`config.mk`:
```
export PLATFORM = sky130hd
export DESIGN_NAME = ppf_ctrl
export DESIGN_NICKNAME = d
export VERILOG_FILES = /design/src/hw/rtl/ppf_pkg.sv /design/src/hw/rtl/ppf_ctrl.sv
export SDC_FILE = /design/constraint.sdc
export NUM_CORES = 1
export LEC_CHECK = 0
export BUFFER_PORTS_ARGS = -buffer_cell sky130_fd_sc_hd__buf_2
export CORE_AREA = 8 8 45 47
export DETAILED_ROUTE_END_ITERATION = 8
export DIE_AREA = 0 0 53 55
export SETUP_SLACK_MARGIN = 0.05
export SLEW_MARGIN = 5
export SYNTH_ARGS = -nofsm -noshare
export SYNTH_HDL_FRONTEND = slang
export SYNTH_SLANG_ARGS = --single-unit
export TNS_END_PERCENT = 5
```
`constraint.sdc`:
```
create_clock -name clk -period 3.2 [get_ports clk]
set_input_delay 0.16 -clock clk [delete_from_list [all_inputs] [get_ports clk]]
set_output_delay 0.16 -clock clk [all_outputs]
set_load 0.01 [all_outputs]
```
`src/hw/rtl/ppf_pkg.sv`:
```
// Shared constants, request codes and controller/datapath interface types.
package ppf_pkg;

  localparam int SAMPLE_W    = 16;
  localparam int COEF_W      = 18;
  localparam int OUT_W       = 22;
  localparam int CHAN_W      = 10;
  localparam int TAP_W       = 4;
  localparam int FRAC_BITS   = 16;
  localparam int PROD_W      = SAMPLE_W + COEF_W;
  localparam int CFG_INDEX_W = 1;
  localparam int CFG_DATA_W  = 11;
  localparam int CHANNELS_W  = 11;
  localparam int TAPS_W      = 5;

  localparam logic [1:0] ACT_SAMPLE  = 2'd0;
  localparam logic [1:0] ACT_LOAD    = 2'd1;
  localparam logic [1:0] ACT_RESTART = 2'd2;

  localparam logic [CFG_INDEX_W-1:0] REG_CHANNELS = 1'd0;
  localparam logic [CFG_INDEX_W-1:0] REG_TAPS     = 1'd1;

  localparam logic [CHANNELS_W-1:0] CHANNELS_RESET = 11'd1024;
  localparam logic [TAPS_W-1:0]     TAPS_RESET     = 5'd16;

  typedef struct packed {
    logic capture;
    logic coef_load;
    logic restart;
    logic issue;
    logic commit;
  } cmd_t;

  typedef struct packed {
    logic produce;
    logic tap_last;
    logic pipe_busy;
    logic out_busy;
  } status_t;

endpackage

```
`src/hw/rtl/ppf_ctrl.sv`:
```
// Controller state machine that sequences requests through the filter datapath.
module ppf_ctrl (
  input  logic             clk,
  input  logic             rst,
  input  logic             req_valid,
  output logic             req_ready,
  input  logic [1:0]       action,
  input  ppf_pkg::status_t status,
  output ppf_pkg::cmd_t    cmd
);

  localparam logic [1:0] ST_IDLE  = 2'd0;
  localparam logic [1:0] ST_RUN   = 2'd1;
  localparam logic [1:0] ST_DRAIN = 2'd2;
  localparam logic [1:0] ST_DONE  = 2'd3;

  logic [1:0] state;
  logic [1:0] state_next;
  logic       accept;

  assign req_ready = (state == ST_IDLE);
  assign accept    = req_valid && req_ready;

  always_comb begin
    state_next    = state;
    cmd           = '0;
    case (state)
      ST_IDLE: begin
        if (accept) begin
          cmd.coef_load = (action == ppf_pkg::ACT_LOAD);
          cmd.restart   = (action == ppf_pkg::ACT_RESTART);
          if (action == ppf_pkg::ACT_SAMPLE) begin
            cmd.capture = 1'b1;
            state_next  = status.produce ? ST_RUN : ST_DONE;
          end
        end
      end
      ST_RUN: begin
        cmd.issue = 1'b1;
        if (status.tap_last) begin
          state_next = ST_DRAIN;
        end
      end
      ST_DRAIN: begin
        if (!status.pipe_busy) begin
          state_next = ST_DONE;
        end
      end
      ST_DONE: begin
        if (!status.produce || !status.out_busy) begin
          cmd.commit = 1'b1;
          state_next = ST_IDLE;
        end
      end
      default: begin
        state_next = ST_IDLE;
      end
    endcase
  end

  always_ff @(posedge clk) begin
    if (rst) begin
      state <= ST_IDLE;
    end else begin
      state <= state_next;
    end
  end

endmodule

```
## After elaboration in Yosys (flattened, before gate mapping)

Index checks and enable logic that the tools add are counted.

- Input port bits: 9
- Output and inout port bits: 6
- Register bits: 2
- Word-level logic and storage cells: 31

- Reductions and logical operators: 7
- Multiplexer cells: 13
- Eq/ne operators: 10

Operator list:

| cell | number |
|---|---|
| two-way mux 2 bit | 6 |
| case mux 2 bit (4 select lines) | 1 |
| == test 2 bit, second input constant | 3 |
| two-way mux 3 bit | 2 |
| inequality test 2 bit, second input constant | 3 |
| AND reduction 5 bit | 1 |
| == test 2 x 1 -> 1 bit, second input constant | 2 |
| zero test 2 bit | 2 |
| two-way mux 1 bit | 4 |
| inequality test 2 x 1 -> 1 bit, second input constant | 2 |
| zero test 1 bit | 2 |
| logical AND 1 bit | 1 |
| logical OR 1 bit | 1 |

## Longest topological paths before layout

Gate-level depths: netlist of the first run.

- Depth in word-level cells: 4
- Gate-level depth with buffers: 5
- Gate-level depth less buffers: 5

## Worst setup path after synthesis of the first run

Ideal clock, no wire load.

- Path kind: register -> register
- Start: register state[0]
- End: register state[1]
- Arrival time: 1.484 ns
- Setup slack: 1.595 ns
- Path buffers: 0
- Clock period less this slack: 1.605 ns
- Setup time: 0.121 ns
- Stages on the path, launching flop included: 6
- Required time: 3.079 ns
- Cell sequence: dfxtp_1 -> inv_1 -> ha_1 -> and2_0 -> a2111oi_4 -> mux2_4

- Longest elaborated chain between the ends: 4
- Elaborated cells between the ends (all ways): 12
- Classes of those cells: 8 x eq/ne; 1 x mux; 3 x reduce/logical

Ends and longest elaborated chain:

| item | line | RTL |
|---|---|---|
| from (decl) | ppf_ctrl.sv:17 | `logic [1:0] state;` |
| from (signal assigned) | ppf_ctrl.sv:65 | `state <= state_next;` |
| zero test 2 bit | ppf_ctrl.sv:21, ppf_ctrl.sv:27 |  |
| logical AND 1 bit | ppf_ctrl.sv:22 | `assign accept = req_valid && req_ready;` |
| inequality test 2 x 1 -> 1 bit (no line) | - |  |
| AND reduction 5 bit (no line) | - |  |

Parallel ways exist; a longest one is shown, timed or not.
A chain may end at the register's enable or synchronous reset.

## Worst setup path after layout of the first run

Ends and elaborated chain as after synthesis.

==> results of run 1 <==
==> how the worst max path moves through the flow <==
stage          endpoint  startpoint  cells after the start  slack, ns
2_1_floorplan  state[1]    state[0]                      5       1.60
3_3_place_gp   state[1]    state[0]                      5       1.52
3_5_place_dp   state[1]    state[0]                      5       1.49
4_1_cts        state[1]    state[0]                      5       1.49
5_1_grt        state[1]    state[0]                      5       1.41
6_report       state[1]    state[0]                      5       1.49
==> layer usage <==
layer / up-vias / share of wire (%) / global-route usage (%)
met5: - / 0 / 0
met4: 0 / 0 / 5.17
li1: 128 / - / -
met2: 9 / 54 / 8.98
met1: 110 / 33 / 4.85
met3: 0 / 12 / 2.41
==> tightest hold or removal path, delay by kind of cell <==
family / cells / cell delay (ns)
multiplexers: 1 / 0.06
buffers and inverters: 1 / 0.11
AND/OR/NAND/NOR: 1 / 0.11
==> logic make-up (layout without fill, tap and decap cells) <==
group           Yosys count  count (layout)
compound gates            4               4
mux                       2               2
fa+ha+maj                 5               5
simple gates             12              12
buf+inv                   2              19
flops                     2               2
==> final cells by class <==
cell class                 count  area (µm²)  area share, %
inverter                       2        7.51           2.02
timing repair buffer          14        70.1           18.9
tap                           16        20.0           5.39
sequential                     2        40.0           10.8
clock buffer                   3        22.5           6.06
multi-input combinational     23         211           56.9
==> power groups by stage <==
stage               clock network [µW]  logic (µW)  registers [µW]
floorplan                            0         138            45.6
global placement                     0         180            47.4
detailed placement                   0         183            48.2
CTS                               59.0         185            47.9
global route                      63.4         208            48.5
finish                            54.6         181            48.0
==> layout by cell type (no fill, tap or decap) <==
cell type / synthesis / final
mux2_4: 1 / 1
a21oi_1: 1 / 1
or3b_4: 1 / 1
and2_0: 1 / 1
ha_1: 5 / 5
inv_1: 2 / 2
and3_1: 1 / 1
a2111oi_4: 1 / 1
nor3_1: 1 / 1
dfxtp_1: 2 / 2
mux2i_1: 1 / 1
nand2_1: 1 / 1
nor3b_1: 2 / 2
nor2_1: 1 / 1
nand2b_1: 3 / 3
nor2b_1: 1 / 1
o21bai_1: 1 / 1
clkbuf_4: 0 / 3
a21boi_0: 1 / 1
buf_2: 0 / 14
==> through the flow <==
step | cell area, µm² | power, µW | worst slack (ns)
floorplan | 259 | 184 | 1.60
global route | 372 | 320 | 1.41
global placement | 349 | 228 | 1.52
finish | 372 | 284 | 1.49
CTS | 372 | 292 | 1.49
detailed placement | 349 | 231 | 1.49
==> qor.yml, run 1 <==
status: "completed"
synth_fp_nets: 41
routed_wl_um: 633
insertion_delay_ns: 0.22
synth-xor-area-share_pct: 0
yosys.area_share.simple_pct: 29.5
slowest_stage: "a2111oi_4"
r2r_cells: 5
hpwlAfterDp_um: 540
cts_buffer_depth: 2
post_cts_resized: 0
clockPowerShare_pct: 19.2
antenna_found_initial: 0
synth-seq-cells: 2
rsz0062_at_grt: "false"
arrival_ns: 1.82
netlist.area_leader.share_pct: 24.2
grt_usage_pct: 5.40
dp.cells: 57
ys_seq_area_share_pct: 15.5
clkSlewWorstSetupHoldPaths_ns: 0.03
ir_worst_vdd_mv: 0.216
yosys_warnings: 0
yosysTopAreaCell: "ha_1"
synthCells: 27
hold_ws_ns: 0.267
final_hold_viol_count: 0
cts_root_buf: "clkbuf_4"
route.vias.total: 247
drtPass1Iterations: 2
core_mm2: 0.00138
avgSynthCellArea_um2: 9.59
diodes: 0
power_leakage_uw: 0.000182
drc_errors: 0
crit_family: "compound AO/OA/AOI/OAI gates"
critPathCaptureType: "flop"
drv_cap: 0
grt_pass1_wl_um: 1110
grt_pass1_vias: 270
setup_viol: 0
die_w_um: 53
tns_ns: 0
yosysMostFrequentCell: "ha_1"
synth_common_cells: "ha_1, nand2b_1, dfxtp_1, inv_1, nor3b_1"
grt_max_degree: 5
synthAdderAreaFrac_pct: 24.2
drive_gt1_share_pct: 45.5
rows: 14
yosysUniqueCellTypes: 18
die_area_mm2: 0.00292
largest-register: "state"
synth_top_family_by_area: "simple AND/OR/NAND/NOR gates"
hold_start: "rst"
synth_flop_cell: "dfxtp_1"
min_to: "state[0]"
h-tree-depth: 1
fin_nets: 60
slew_viol_final: 0
powerDensity_mw_per_mm2: 764
cp.required_ns: 3.31
synth.area.top_cells: "ha_1, dfxtp_1, a2111oi_4"
cp-start-kind: "flop"
reg.largest.list: "state x2"
numCtsBuffers: 3
synth_edf_count: 0
synth_compound_area_share_pct: 18.4
utilization_pct: 26.9
numPortBuffers: 14
tightest_slew_ns: 0.371
r2r_setup_slack_ns: 1.49
syn_area_um2: 259
internal_power_uw: 169
clock_sinks: 2
ant_nets: 0
syn_to_final_growth_pct: 43.5
fmax_ghz: 0.584
wl_per_cell_um: 10.6
synthMuxAreaShare_pct: 9.66
cts_setup_buffers: 0
initial_core_util_pct: 18.7
place_congestion: 0.719
seqPwrFrac_pct: 16.9
drt_iter0_drc: 2
netSwitchingFraction_pct: 40.5
grt_overflow: 0
hold-path-cell-count: 3
die_y_um: 55
slew_headroom_pct: 75.3
synthArstFlopShare_pct: 0
min_period_over_period_pct: 53.5
p_comb_share_pct: 63.9
max_stage_delay_ns: 0.42
stdcell_count: 60
path_class: "flop to flop"
cp_cell_sequence: "inv_1 > ha_1 > and2_0 > a2111oi_4 > mux2_4"
io_pins: 15
avgViaCountPerCell: 4.12
power_switching_uw: 115
largest_reg_flops: 2
path_buf_inv: 1
r2r_end: "state[1]"
critical_path.max_fanout: 4
hold_buffers: 0
fin_skew_ns: 0.00308
reg2reg_from: "state[0]"
nFillCells: 154
post-route-min-period_ns: 1.71
hp-class: "input pin to flop"
cts_tree: "yes"
(Power assumes the default switching activity.)
==> run 2, diff against run 1 <==
- clock period: 3.2 -> 1.54 ns (I/O delays scaled with it)
==> run 2 against run 1 <==
Effect of this change:
- clock power increased by 110%
- clock skew increased by 0.0016 ns
- die area unchanged
- non-clock buffer count increased by 3
- combinational power increased to 2.8 times the previous value
- first-iteration DRC count decreased by 100%
- wire length increased by 10%
- core utilization increased by 5.3 points
- global-route usage decreased by 0.16 points
- design area increased by 20%
- total power increased to 2.6 times the previous value
==> qor.yml, run 2 (same netlist as run 1, synthesis figures left out) <==
status: "completed"
power_leakage_uw: 0.000198  # +8.5%
nFillCells: 156  # +1.3%
place_congestion: 0.739  # +2.8%
syn_to_final_growth_pct: 72.0
final_cell_mix: "buf_2, nand2b_1, clkbuf_4"
r2r_setup_slack_ns: 0.05  # -1.43 ns
die_area_mm2: 0.00292  # unchanged
h-tree-depth: 1  # unchanged
reg.largest.list: "state x2"
powerDensity_mw_per_mm2: 1660  # +120%
met2_usage_pct: 8.59  # -0.39 points
grt_pass1_vias: 264  # -2.2%
slew_viol_final: 0  # unchanged
grt_busiest_layer: "met2"
clock_sinks: 2  # unchanged
hold_buffers: 0  # unchanged
route.vias.total: 257  # +4.0%
fin_nets: 63  # +5.0%
wl_per_cell_um: 11.0  # +4.7%
critPathCaptureType: "flop"
slew_headroom_pct: 80.3  # +5.0 points
cts_root_buf: "clkbuf_4"
post-route-min-period_ns: 1.49  # -0.225 ns
diodes: 0  # unchanged
grt_usage_pct: 5.24  # -0.16 points
ir_worst_vdd_mv: 0.502  # +130%
drtPass1Iterations: 1  # -1
setup_ws_ns: 0.0529  # -1.43 ns
cts_tree: "yes"
dp_slack_ns: 0.0249  # -1.47 ns
io_pins: 15  # unchanged
grt_max_degree: 5  # unchanged
insertion_delay_ns: 0.22  # about the same
final_common_cell: "buf_2"
ant_nets: 0  # unchanged
hp-class: "input pin to flop"
min_to: "state[0]"
drv_cap: 0  # unchanged
routed_wl_um: 696  # +10%
critical_path.max_fanout: 3  # -1
numPortBuffers: 14  # unchanged
cp.required_ns: 1.64  # -1.67 ns
r2r_cells: 5  # unchanged
die_y_um: 55  # unchanged
initial_core_util_pct: 18.7  # unchanged
clkSlewWorstSetupHoldPaths_ns: 0.03  # about the same
arrival_ns: 1.59  # -0.23 ns
drive_gt1_share_pct: 72.3  # +27 points
core_mm2: 0.00138  # unchanged
tightest_slew_ns: 0.296  # -0.0749 ns
largest_reg_flops: 2  # unchanged
antenna_found_initial: 0  # unchanged
rsz0062_at_grt: "true"
fin_skew_ns: 0.00468  # +0.00161 ns
post_dp_cell_area_um2: 372  # +6.5%
numCtsBuffers: 3  # unchanged
largest-register: "state"
hpwlAfterDp_um: 559  # +3.5%
hold_start: "rst"
setup_viol: 0  # unchanged
grtUsageMet3_pct: 4.55  # +2.1 points
hold-path-cell-count: 3  # unchanged
final_hold_viol_count: 0  # unchanged
final_cell_area_um2: 445  # +20%
path_class: "flop to flop"
reg2reg_from: "state[0]"
drc_errors: 0  # unchanged
avgViaCountPerCell: 4.08  # -0.91%
fmax_ghz: 0.672  # +15%
cp-start-kind: "flop"
r2r_end: "state[1]"
drt_iter0_drc: 0  # -2
grt_overflow: 0  # unchanged
die_w_um: 53  # unchanged
utilization_pct: 32.2  # +5.3 points
grt_pass1_wl_um: 1140  # +2.5%
tns_ns: 0  # unchanged
grt_use_met1_pct: 5.30  # +0.45 points
min_period_over_period_pct: 96.6  # +43 points
rows: 14  # unchanged
cts_buffer_depth: 2  # unchanged
==> run 2: changes by cell type in the layout (fill, tap and decap cells not counted), sizes merged <==
cell / change
buf: +3
==> run 2: worst max path at each step <==
stage,start,end,slack [ns],cells after the start
6_report,state[0],state[1],0.05,5
5_1_grt,state[0],state[1],0.00009,5
4_1_cts,state[0],state[1],0.05,5
3_5_place_dp,state[0],state[1],0.02,5
3_3_place_gp,state[0],state[1],0.03,5
2_1_floorplan,state[1],state[1],0.06,5
==> run 2: critical path, cell delays in order, from the launching register on <==
cell and delay, ns:
dfxtp_2 0.34, inv_2 0.06, ha_4 0.16, and2_4 0.14, a2111oi_4 0.35, mux2_4 0.33
==> run 2: repair_timing <==
item / CTS / global route
hold endpoints to repair: 0 / 0
endpoints found under the setup margin: 1 / 4
gates resized for setup: 9 / 0
pin swaps: 1 / 0
setup buffers: 2 / 0
==> run 2: layout make-up <==
class	count	area [µm²]	share of cell area [%]
Clock buffer	3	22.5	5.06
Inverter	2	7.51	1.69
Multi-Input combinational cell	23	256	57.6
Sequential cell	2	42.5	9.55
Tap cell	16	20.0	4.49
Timing Repair Buffer	17	96.3	21.6
==> run 2: report_power, final <==
part,switching [µW],total (µW),internal [µW],leakage (µW)
logic,229,514,285,0.000167
clock network,27.0,113,85.8,0.0000138
registers,28.5,111,82.4,0.0000172
total,285,738,453,0.000198
==> run 2: through the flow <==
step | hold slack, ns | cells | total power [µW]
floorplan | 0.203 | 27 | 400
global placement | 0.388 | 58 | 518
detailed placement | 0.394 | 58 | 526
CTS | 0.166 | 63 | 748
global route | 0.161 | 63 | 808
finish | 0.167 | 63 | 738
==> run 2: per-layer routing <==
layer	up-vias	share of wire, %
met4	0	0
met3	0	15
met2	11	45
met1	110	40
li1	136	-
met5	-	0
==> run 3, diff against run 2 <==
- CELL_PAD_IN_SITES_DETAIL_PLACEMENT: default -> 0
- CELL_PAD_IN_SITES_GLOBAL_PLACEMENT: default -> 1
- CORE_AREA: 8 8 45 47 -> 2 2 39 41
- DIE_AREA: 0 0 53 55 -> 0 0 41 43
- PLACE_DENSITY_LB_ADDON: default -> 0.1
- SKIP_CTS_REPAIR_TIMING: default -> 1
==> run 3 against run 2 <==
Effect of this change:
- clock power rose by 4%
- die area is 40% lower
- total power grew 0.17%
- hold slack got worse by 0.0037 ns
- final cell count stayed put
- sequential share of layout area grew 1.1 points
- global-route usage rose by 3.5 points
- combinational power decreased by 5.6%
- critical endpoint unchanged
- largest power group unchanged
- highest routed layer is now met4
==> qor.yml, run 3 (same netlist as run 1, synthesis figures left out) <==
status: "completed"
die_y_um: 43  # -22%
final_hold_viol_count: 0  # unchanged
dp.cells: 58  # unchanged
hpwlAfterDp_um: 527  # -5.6%
grt_pass1_vias: 248  # -6.1%
core_mm2: 0.00138  # unchanged
r2r_setup_slack_ns: 0.04  # about the same
min_period_over_period_pct: 97.2  # +0.61 points
path_buf_inv: 1  # unchanged
slew_viol_final: 0  # unchanged
clkSlewWorstSetupHoldPaths_ns: 0.03  # about the same
insertion_delay_ns: 0.23  # about the same
slowest_stage: "dfxtp_4"
drv_cap: 0  # unchanged
avgViaCountPerCell: 4.24  # +3.9%
hold-path-cell-count: 3  # unchanged
tightest_slew_ns: 0.311  # +0.0153 ns
power_leakage_uw: 0.000199  # +0.56%
h-tree-depth: 1  # unchanged
cp.required_ns: 1.65  # about the same
path_class: "flop to flop"
numPortBuffers: 14  # unchanged
cp-start-kind: "flop"
syn_to_final_growth_pct: 72.5
ant_nets: 0  # unchanged
numCtsBuffers: 3  # unchanged
hold_start: "rst"
largest-register: "state"
final_cell_area_um2: 447  # +0.28%
arrival_ns: 1.61  # +0.02 ns
grt_pass1_wl_um: 1000  # -12%
ir_worst_vdd_mv: 0.640  # +27%
fin_skew_ns: 0.00186  # -0.00282 ns
drt_iter0_drc: 1  # +1
antenna_found_initial: 0  # unchanged
fmax_ghz: 0.668  # -0.63%
crit_family: "flip-flops"
hold_ws_ns: 0.163  # -0.00375 ns
route.vias.total: 267  # +3.9%
clock_sinks: 2  # unchanged
rows: 14  # unchanged
final_cell_mix: "buf_2, nand2b_1, ha_2, clkbuf_4, buf_4"
reg.largest.list: "state x2"
cts_buffer_depth: 2  # unchanged
die_w_um: 41  # -23%
initial_core_util_pct: 18.7  # unchanged
crit_path_start: "state[0]"
nFillCells: 152  # -2.6%
r2r_end: "state[1]"
critPathCaptureType: "flop"
drtPass1Iterations: 2  # +1
min_to: "state[0]"
diodes: 0  # unchanged
cts_root_buf: "clkbuf_4"
reg2reg_from: "state[0]"
grt_overflow: 0  # unchanged
post_dp_cell_area_um2: 372  # unchanged
post-route-min-period_ns: 1.50  # +0.00942 ns
slew_headroom_pct: 79.2  # -1.0 points
hp-class: "input pin to flop"
stdcell_count: 63  # unchanged
die_area_mm2: 0.00176  # -40%
place_congestion: 0.735  # -0.57%
cts_tree: "yes"
final_common_cell: "buf_2"
largest_reg_flops: 2  # unchanged
critical_path.max_fanout: 4  # +1
grt_max_degree: 5  # unchanged
cp_cell_sequence: "inv_4 > ha_4 > and2_4 > a2111oi_4 > mux2_4"
max_stage_delay_ns: 0.36  # about the same
drive_gt1_share_pct: 74.5  # +2.1 points
wl_per_cell_um: 10.9  # -1.6%
powerDensity_mw_per_mm2: 1650  # -0.11%
rsz0062_at_grt: "true"
fin_nets: 63  # unchanged
setup_viol: 0  # unchanged
r2r_cells: 5  # unchanged
grt_usage_pct: 8.70  # +3.5 points
drc_errors: 0  # unchanged
routed_wl_um: 685  # -1.6%
io_pins: 15  # unchanged
==> run 3: cell counts in the layout (fill, tap and decap cells not counted) <==
Identical to the previous run, type by type.
==> run 3: how the worst max path moves through the flow <==
stage,depth (start not counted),slack [ns],endpoint
after CTS,5,0.03,state[1]
after global placement,5,0.05,state[1]
final,5,0.04,state[1]
after detailed placement,5,0.03,state[1]
after global routing,6,-0.02,state[0]
after floorplan,5,0.06,state[1]
==> run 3: cell type report <==
class / instances / area, µm² / area share (%)
clock buffers: 3 / 22.5 / 5.04
flip-flops and latches: 2 / 47.5 / 10.6
inverters: 2 / 12.5 / 2.80
well taps: 16 / 20.0 / 4.48
multi-input cells: 23 / 251 / 56.3
repair buffers: 17 / 92.6 / 20.7
==> run 3: where the power goes <==
group	total, µW	switching, µW	internal (µW)
clock network	117	30.9	86.0
logic	485	211	273
registers	137	45.5	91.7
total	739	288	451
==> run 3: worst register-to-register path, stage by stage (launching register included) <==
cell	delay, ns
dfxtp_4	0.36
inv_4	0.05
ha_4	0.15
and2_4	0.13
a2111oi_4	0.36
mux2_4	0.33
==> run 3: metrics by stage <==
step / total power, µW / setup TNS, ns / setup WS [ns] / utilization [%]
floorplan: 400 / 0 / 0.0641 / -
global placement: 529 / 0 / 0.0508 / 26.9
detailed placement: 530 / 0 / 0.0277 / 26.9
CTS: 651 / 0 / 0.0291 / 28.5
global route: 804 / -0.0205 / -0.0205 / 32.3
finish: 739 / 0 / 0.0435 / 32.3
==> run 3: per-layer routing <==
metal | global-route usage (%) | vias up | wire length (µm)
li1 | - | 134 | -
met3 | 7.85 | 2 | 67
met4 | 2.00 | 0 | 4
met2 | 12.8 | 9 | 385
met1 | 8.89 | 122 | 227
met5 | 0 | - | 0
